File: src/sv/cde_pkg.sv
// cde_pkg: shared widths, command and status codes, and the controller to
// datapath command and status structs for the circular deque engine.
// No dependencies.
package cde_pkg;

  localparam int DEPTH_DEF = 16;
  localparam int DATA_W    = 32;
  localparam int CMD_W     = 3;
  localparam int ST_W      = 2;

  localparam logic [CMD_W-1:0] CMD_PUSH_FRONT = 3'd0;
  localparam logic [CMD_W-1:0] CMD_PUSH_REAR  = 3'd1;
  localparam logic [CMD_W-1:0] CMD_POP_FRONT  = 3'd2;
  localparam logic [CMD_W-1:0] CMD_POP_REAR   = 3'd3;
  localparam logic [CMD_W-1:0] CMD_DUMP       = 3'd4;

  localparam logic [ST_W-1:0] ST_OK    = 2'd0;
  localparam logic [ST_W-1:0] ST_FULL  = 2'd1;
  localparam logic [ST_W-1:0] ST_EMPTY = 2'd2;

  // controller -> datapath
  typedef struct packed {
    logic capture;
    logic push;
    logic err_full;
    logic err_empty;
    logic pop_read;
    logic pop_done;
    logic dump_read;
    logic dump_step;
  } cde_cmd_t;

  // datapath -> controller
  typedef struct packed {
    logic empty;
    logic full;
    logic is_push;
    logic is_pop;
    logic is_dump;
    logic rd_last;
  } cde_stat_t;

endpackage

File: src/sv/circular_deque_engine.sv
// circular_deque_engine: top level of a fixed-depth double-ended queue of
// signed 32-bit values. Instantiates cde_ctrl and cde_dp; uses cde_pkg.
//
// An item (cmd_i, value_in_i) is taken at a clock edge where start_i is high
// and busy_o is low. Results come out of a register, one per cycle, each
// marked by valid_o for exactly one cycle; the receiver cannot stall them,
// and last_o marks the final result of an item. A push or any error result
// is set in S_EXEC and goes out through the result register; busy_o is
// low again while it is shown. A pop also goes through S_POP, as the slot
// memory has a registered read port; a dump stays in S_DUMP up to the last
// element, one element per cycle from that read port. Commands 5 to 7 are
// dropped without a result. No clearing pass after reset.
module circular_deque_engine import cde_pkg::*; #(
  parameter int DEPTH = DEPTH_DEF
) (
  input  logic                     clk_i,
  input  logic                     rst_ni,
  input  logic                     start_i,
  output logic                     busy_o,
  input  logic [CMD_W-1:0]         cmd_i,
  input  logic signed [DATA_W-1:0] value_in_i,
  output logic                     valid_o,
  output logic [ST_W-1:0]          status_o,
  output logic signed [DATA_W-1:0] value_out_o,
  output logic                     last_o
);

  cde_cmd_t  cmd_ctl;
  cde_stat_t stat;

  cde_ctrl u_ctrl (
    .clk_i   (clk_i),
    .rst_ni  (rst_ni),
    .start_i (start_i),
    .stat_i  (stat),
    .cmd_o   (cmd_ctl),
    .busy_o  (busy_o)
  );

  cde_dp #(
    .DEPTH (DEPTH)
  ) u_dp (
    .clk_i       (clk_i),
    .rst_ni      (rst_ni),
    .cmd_i       (cmd_i),
    .value_in_i  (value_in_i),
    .cmd_ctl_i   (cmd_ctl),
    .stat_o      (stat),
    .valid_o     (valid_o),
    .status_o    (status_o),
    .value_out_o (value_out_o),
    .last_o      (last_o)
  );

endmodule

File: src/sv/cde_ctrl.sv
// cde_ctrl: sequencing state machine of the circular deque engine.
// Depends on cde_pkg for the command and status structs.
module cde_ctrl import cde_pkg::*; (
  input  logic      clk_i,
  input  logic      rst_ni,
  input  logic      start_i,
  input  cde_stat_t stat_i,
  output cde_cmd_t  cmd_o,
  output logic      busy_o
);

  typedef enum logic [1:0] {
    S_IDLE,
    S_EXEC,
    S_POP,
    S_DUMP
  } state_e;

  state_e state_q, state_d;
  logic   busy_q;

  always_comb begin
    state_d = state_q;
    cmd_o   = '0;
    unique case (state_q)
      S_IDLE: begin
        if (start_i) begin
          cmd_o.capture = 1'b1;
          state_d       = S_EXEC;
        end
      end
      S_EXEC: begin
        state_d = S_IDLE;
        if (stat_i.is_push) begin
          if (stat_i.full) begin
            cmd_o.err_full = 1'b1;
          end else begin
            cmd_o.push = 1'b1;
          end
        end else if (stat_i.is_pop) begin
          if (stat_i.empty) begin
            cmd_o.err_empty = 1'b1;
          end else begin
            cmd_o.pop_read = 1'b1;
            state_d        = S_POP;
          end
        end else if (stat_i.is_dump) begin
          if (stat_i.empty) begin
            cmd_o.err_empty = 1'b1;
          end else begin
            cmd_o.dump_read = 1'b1;
            state_d         = S_DUMP;
          end
        end
      end
      S_POP: begin
        cmd_o.pop_done = 1'b1;
        state_d        = S_IDLE;
      end
      S_DUMP: begin
        cmd_o.dump_step = 1'b1;
        if (stat_i.rd_last) begin
          state_d = S_IDLE;
        end
      end
      default: state_d = S_IDLE;
    endcase
  end

  always_ff @(posedge clk_i or negedge rst_ni) begin
    if (!rst_ni) begin
      state_q <= S_IDLE;
      busy_q  <= 1'b0;
    end else begin
      state_q <= state_d;
      busy_q  <= (state_d != S_IDLE);
    end
  end

  assign busy_o = busy_q;

endmodule

File: src/sv/cde_dp.sv
// cde_dp: datapath of the circular deque engine: item register, slot
// memory, front/rear pointers, empty mark and result register.
// Depends on cde_pkg for widths, codes and the command and status structs.
module cde_dp import cde_pkg::*; #(
  parameter int DEPTH = DEPTH_DEF
) (
  input  logic                     clk_i,
  input  logic                     rst_ni,
  input  logic [CMD_W-1:0]         cmd_i,
  input  logic signed [DATA_W-1:0] value_in_i,
  input  cde_cmd_t                 cmd_ctl_i,
  output cde_stat_t                stat_o,
  output logic                     valid_o,
  output logic [ST_W-1:0]          status_o,
  output logic signed [DATA_W-1:0] value_out_o,
  output logic                     last_o
);

  localparam int PW = (DEPTH > 1) ? $clog2(DEPTH) : 1;
  localparam logic [PW-1:0] PMAX = PW'(DEPTH - 1);

  function automatic logic [PW-1:0] fwd(input logic [PW-1:0] p);
    fwd = (p == PMAX) ? '0 : p + PW'(1);
  endfunction

  function automatic logic [PW-1:0] back(input logic [PW-1:0] p);
    back = (p == '0) ? PMAX : p - PW'(1);
  endfunction

  logic [DATA_W-1:0] mem [DEPTH];
  logic [DATA_W-1:0] rdata_q;

  logic [CMD_W-1:0]  cmd_q;
  logic [DATA_W-1:0] val_q;

  logic [PW-1:0] head_q, head_d, tail_q, tail_d, rd_ptr_q, rd_ptr_d;
  logic          empty_q, empty_d;

  logic              valid_q, valid_d;
  logic [ST_W-1:0]   status_q, status_d;
  logic [DATA_W-1:0] value_q, value_d;
  logic              last_q, last_d;

  logic          we, re;
  logic [PW-1:0] waddr, raddr;
  logic          front;

  assign front = (cmd_q == CMD_PUSH_FRONT) || (cmd_q == CMD_POP_FRONT);

  assign stat_o.empty   = empty_q;
  assign stat_o.full    = !empty_q && (fwd(tail_q) == head_q);
  assign stat_o.is_push = (cmd_q == CMD_PUSH_FRONT) || (cmd_q == CMD_PUSH_REAR);
  assign stat_o.is_pop  = (cmd_q == CMD_POP_FRONT) || (cmd_q == CMD_POP_REAR);
  assign stat_o.is_dump = (cmd_q == CMD_DUMP);
  assign stat_o.rd_last = (rd_ptr_q == tail_q);

  always_comb begin
    head_d   = head_q;
    tail_d   = tail_q;
    empty_d  = empty_q;
    rd_ptr_d = rd_ptr_q;
    we       = 1'b0;
    waddr    = '0;
    re       = 1'b0;
    raddr    = head_q;
    valid_d  = 1'b0;
    status_d = status_q;
    value_d  = value_q;
    last_d   = last_q;

    if (cmd_ctl_i.push) begin
      we = 1'b1;
      if (empty_q) begin
        head_d  = '0;
        tail_d  = '0;
        empty_d = 1'b0;
        waddr   = '0;
      end else if (front) begin
        head_d = back(head_q);
        waddr  = back(head_q);
      end else begin
        tail_d = fwd(tail_q);
        waddr  = fwd(tail_q);
      end
      valid_d  = 1'b1;
      status_d = ST_OK;
      value_d  = val_q;
      last_d   = 1'b1;
    end

    if (cmd_ctl_i.err_full || cmd_ctl_i.err_empty) begin
      valid_d  = 1'b1;
      status_d = cmd_ctl_i.err_full ? ST_FULL : ST_EMPTY;
      value_d  = '0;
      last_d   = 1'b1;
    end

    if (cmd_ctl_i.pop_read) begin
      re    = 1'b1;
      raddr = front ? head_q : tail_q;
    end

    if (cmd_ctl_i.pop_done) begin
      valid_d  = 1'b1;
      status_d = ST_OK;
      value_d  = rdata_q;
      last_d   = 1'b1;
      if (head_q == tail_q) begin
        empty_d = 1'b1;
        head_d  = '0;
        tail_d  = '0;
      end else if (front) begin
        head_d = fwd(head_q);
      end else begin
        tail_d = back(tail_q);
      end
    end

    if (cmd_ctl_i.dump_read) begin
      re       = 1'b1;
      raddr    = head_q;
      rd_ptr_d = head_q;
    end

    if (cmd_ctl_i.dump_step) begin
      valid_d  = 1'b1;
      status_d = ST_OK;
      value_d  = rdata_q;
      last_d   = (rd_ptr_q == tail_q);
      re       = 1'b1;
      raddr    = fwd(rd_ptr_q);
      rd_ptr_d = fwd(rd_ptr_q);
    end
  end

  always_ff @(posedge clk_i) begin
    if (we) begin
      mem[waddr] <= val_q;
    end
    if (re) begin
      rdata_q <= mem[raddr];
    end
  end

  always_ff @(posedge clk_i) begin
    if (cmd_ctl_i.capture) begin
      cmd_q <= cmd_i;
      val_q <= value_in_i;
    end
    rd_ptr_q <= rd_ptr_d;
    status_q <= status_d;
    value_q  <= value_d;
    last_q   <= last_d;
  end

  always_ff @(posedge clk_i or negedge rst_ni) begin
    if (!rst_ni) begin
      head_q  <= '0;
      tail_q  <= '0;
      empty_q <= 1'b1;
      valid_q <= 1'b0;
    end else begin
      head_q  <= head_d;
      tail_q  <= tail_d;
      empty_q <= empty_d;
      valid_q <= valid_d;
    end
  end

  assign valid_o     = valid_q;
  assign status_o    = status_q;
  assign value_out_o = value_q;
  assign last_o      = last_q;

endmodule

File: config.mk
export PLATFORM = sky130hd
export DESIGN_NAME = circular_deque_engine
export DESIGN_NICKNAME = d
export VERILOG_FILES = /design/src/sv/cde_pkg.sv /design/src/sv/circular_deque_engine.sv /design/src/sv/cde_ctrl.sv /design/src/sv/cde_dp.sv
export SDC_FILE = /design/constraint.sdc
export NUM_CORES = 1
export LEC_CHECK = 0
export BUFFER_PORTS_ARGS = -buffer_cell sky130_fd_sc_hd__buf_2
export CORE_MARGIN = 2
export CORE_UTILIZATION = 45
export DETAILED_ROUTE_END_ITERATION = 8
export PLACE_DENSITY = 0.62
export SYNTH_ARGS = -nofsm -noshare
export SYNTH_HDL_FRONTEND = slang
export SYNTH_SLANG_ARGS = --single-unit
File: constraint.sdc
create_clock -name clk_i -period 13.1 [get_ports clk_i]
set_clock_uncertainty 0.2 [all_clocks]
set_input_delay 0 -clock clk_i [delete_from_list [all_inputs] [get_ports clk_i]]
set_output_delay 0 -clock clk_i [all_outputs]
set_load 0.01 [all_outputs]
==> metrics.csv <==
stage,metric,value,unit
timing,setup_viol,0,
final_layout,final_util,0.528,
drt,drc,0,
critical_path,crit_buf_inv,4,
timing,report.final.slew_viol_count,0,
critical_path,critPathTopFamily,buffers and inverters,
placed_design,gp_routability_congestion,0.860,
clock_network,root_buffer,clkbuf_16,
critical_path,path_cells,buf_4 -> and2_1 -> a41oi_1 -> a21oi_4 -> buf_4 -> buf_4 -> buf_4 -> mux2i_1 -> mux2i_1 -> a32oi_1 -> o211ai_1,
timing,worst_pin_slew,1110,ps
global_routing,grt_first_pass_wirelength,90.3,mm
drt,viasPerCell,5.63,
status,outcome,"finished, final reports clean",
yosys,synth_area_per_cell,14.5,um2
power,leakage,10.2,nW
floorplanning,placementRows,86,
global_routing,antenna_found_initial,0,
hold_path,hp-start,start_i,
global_routing,grt.total_usage,0.211,
final_layout,diodes,0,
critical_path,r2r_end,u_dp.rdata_q[13],
yosys,ys.flop_type,edfxtp_1,
critical_path,cp.arrival,5590,ps
timing,relSlewSlack,0.263,
critical_path,cpPeakStageDelay,870,ps
clock_network,holdBufCountCts,73,
timing,finalCritPeriodShare,0.419,
clock_network,clk_latency,590,ps
clock_network,cts_resized,0,
clock_network,cts_buffers,67,
power,peakVddDrop,0.145,mV
final_layout,layout_common_cells,"edfxtp_1, nand2_1, nand3_1",
yosys,ys_seq_area_frac,0.754,
drt,wl_per_cell,22.8,um
timing,hold_violations,0,
timing,setup_slack,7620,ps
clock_network,cts_tree,built,
floorplanning,ios,75,
final_layout,syn_to_final_growth,16.1,%
critical_path,r2r_start,u_ctrl.state_q[1],
yosys,synth_edf_count,616,
yosys,ys_ff_latch,631,
floorplanning,die_h,240,um
clock_network,post_cts_buffers,0,
critical_path,r2r_slack,7620,ps
hold_path,hold_end,u_ctrl.busy_o,
floorplanning,core_area,55000,um2
critical_path,crit_path_top_delay_cell,a21oi_4,
placed_design,port_buffers,74,
floorplanning,dieWidth,240,um
yosys,ys_warn_count,0,
global_routing,grt_pass1_vias,14485,
final_layout,final_common_cell,edfxtp_1,
final_layout,fin_nets,1897,
drt,final_antenna_net_count,0,
global_routing,grt_max_degree,97,
floorplanning,die_area,57500,um2
drt,drtIter0Drc,1612,
critical_path,crit_required,13210,ps
critical_path,worstSetupPathDepth,11,
hold_path,hold_class,in -> reg,
yosys,netlist_area,25000,um2
power,power_density,229,nW/um2
critical_path,cp_common_cell,buf_4,
drt,vias,14889,
timing,fin_crit,5480,ps
critical_path,crit_path_start_kind,flip-flop,
clock_network,clock_path_buffers,3,
critical_path,crit_type,reg -> reg,
placed_design,preCtsSetupSlack,7700,ps
timing,timing.setup.tns,0,ps
yosys,async_flop_share,0.0206,
timing,fmax,182,MHz
drt,dr.pass1.iters,5,
clock_network,htreeDepth,3,
critical_path,path_max_fanout,65,
clock_network,clkSlewWorstSetupHoldPaths,60,ps
critical_path,r2r_cells,11,
global_routing,grt_overflow,0,
timing,rsz0062_at_grt,false,
clock_network,clock_sinks,631,
yosys,syn-num-nets,1763,
flow_run,maxCapViolations,0,
final_layout,drive_gt1_frac,0.122,
drt,wirelength,60.2,mm
floorplanning,initial_core_util,0.455,
yosys,syn_inst,1719,
placed_design,hpwl,28.0,mm
critical_path,endpoint_kind,flip-flop,
yosys,synth_cell_type_count,55,
hold_path,whs_path_depth,4,
[logic make-up (layout without fill, tap and decap cells)]
family,Yosys count,in the layout,synth area share
muxes,100,100,0.0401
and+or+nand+nor,612,612,0.105
xor gates and xnor gates,15,15,0.00525
adders and majority gates,6,6,0.00300
DFF,631,631,0.754
AOI/OAI and AO/OA,231,231,0.0688
buffers and inverters,124,301,0.0239
[cells in the mapped netlist, drive strengths merged, types with 18 or more instances]
| cell type | n | area share |
|---|---|---|
| edfxtp | 616 | 0.74 |
| nand2 | 372 | 0.056 |
| nand3 | 173 | 0.035 |
| mux2i | 99 | 0.040 |
| buf | 66 | 0.015 |
| a21oi | 54 | 0.011 |
| clkbuf | 46 | 0.0070 |
| nor2 | 35 | 0.0053 |
| a22o | 32 | 0.011 |
| a32o | 32 | 0.013 |
| a32oi | 32 | 0.011 |
| o211ai | 32 | 0.0096 |
| o21ai | 18 | 0.0036 |
[cell type report]
type,instances,area [um2]
clock buffer,81,1790
clock inverter,31,334
fill,4488,26000
inverter,12,45.0
multi-input combinational,964,5720
sequential,631,18900
tap,748,936
timing repair buffer,177,1330
[worst max path at each step]
stage                                   to         startpoint  slack (ps)
final                     u_dp.rdata_q[13]  u_ctrl.state_q[1]        7620
after global routing      u_dp.rdata_q[15]  u_ctrl.state_q[1]        7250
after CTS                 u_dp.rdata_q[15]  u_ctrl.state_q[1]        7670
after detailed placement  u_dp.rdata_q[15]  u_ctrl.state_q[1]        7700
after global placement    u_dp.rdata_q[12]  u_ctrl.state_q[1]        7770
after floorplan             u_dp.mem[0][0]     u_dp.tail_q[0]        8430
[sequential cells by signal, indices dropped and copies added (netlist names), 2 cells and up]
register and flops:
u_dp.rd_ptr_q 4, u_dp.cmd_q 3, u_dp.tail_q 4, u_dp.head_q 4, u_dp.rdata_q 32, u_dp.status_o 2, u_dp.mem 512, u_dp.val_q 32
u_ctrl.state_q 2, u_dp.value_out_o 32
[routing by layer]
metal,track usage,wire length [um]
met3,0.0309,3820
met2,0.352,29100
met4,0.0623,1220
met5,0,0
met1,0.289,26000
[through the flow]
stage / total power (W) / instances / instance area (um2) / hold slack, ps
after detailed placement: 0.00482 / 2459 / 26200 / -281
after global placement: 0.00479 / 2459 / 26200 / -281
final: 0.00666 / 2644 / 29000 / 87.6
after CTS: 0.00670 / 2644 / 29000 / 7.89
after floorplan: 0.00419 / 1719 / 25000 / -496
after global routing: 0.00698 / 2644 / 29000 / 139
[power breakdown]
group / switching (W) / leakage [nW] / internal [W]
clock network: 0.000747 / 1.04 / 0.00111
logic: 0.00133 / 3.40 / 0.000663
registers: 0.000191 / 5.74 / 0.00262
total: 0.00227 / 10.2 / 0.00439
[worst register-to-register path: cells and delay by family, from the launching register on]
| family | cells | cell delay (ps) |
|---|---|---|
| AO/OA/AOI/OAI | 4 | 1330 |
| buffers and inverters | 4 | 2650 |
| flip-flops | 1 | 340 |
| multiplexers | 2 | 370 |
| AND/OR/NAND/NOR | 1 | 330 |
Note: power is estimated with default switching activity, not from simulation.
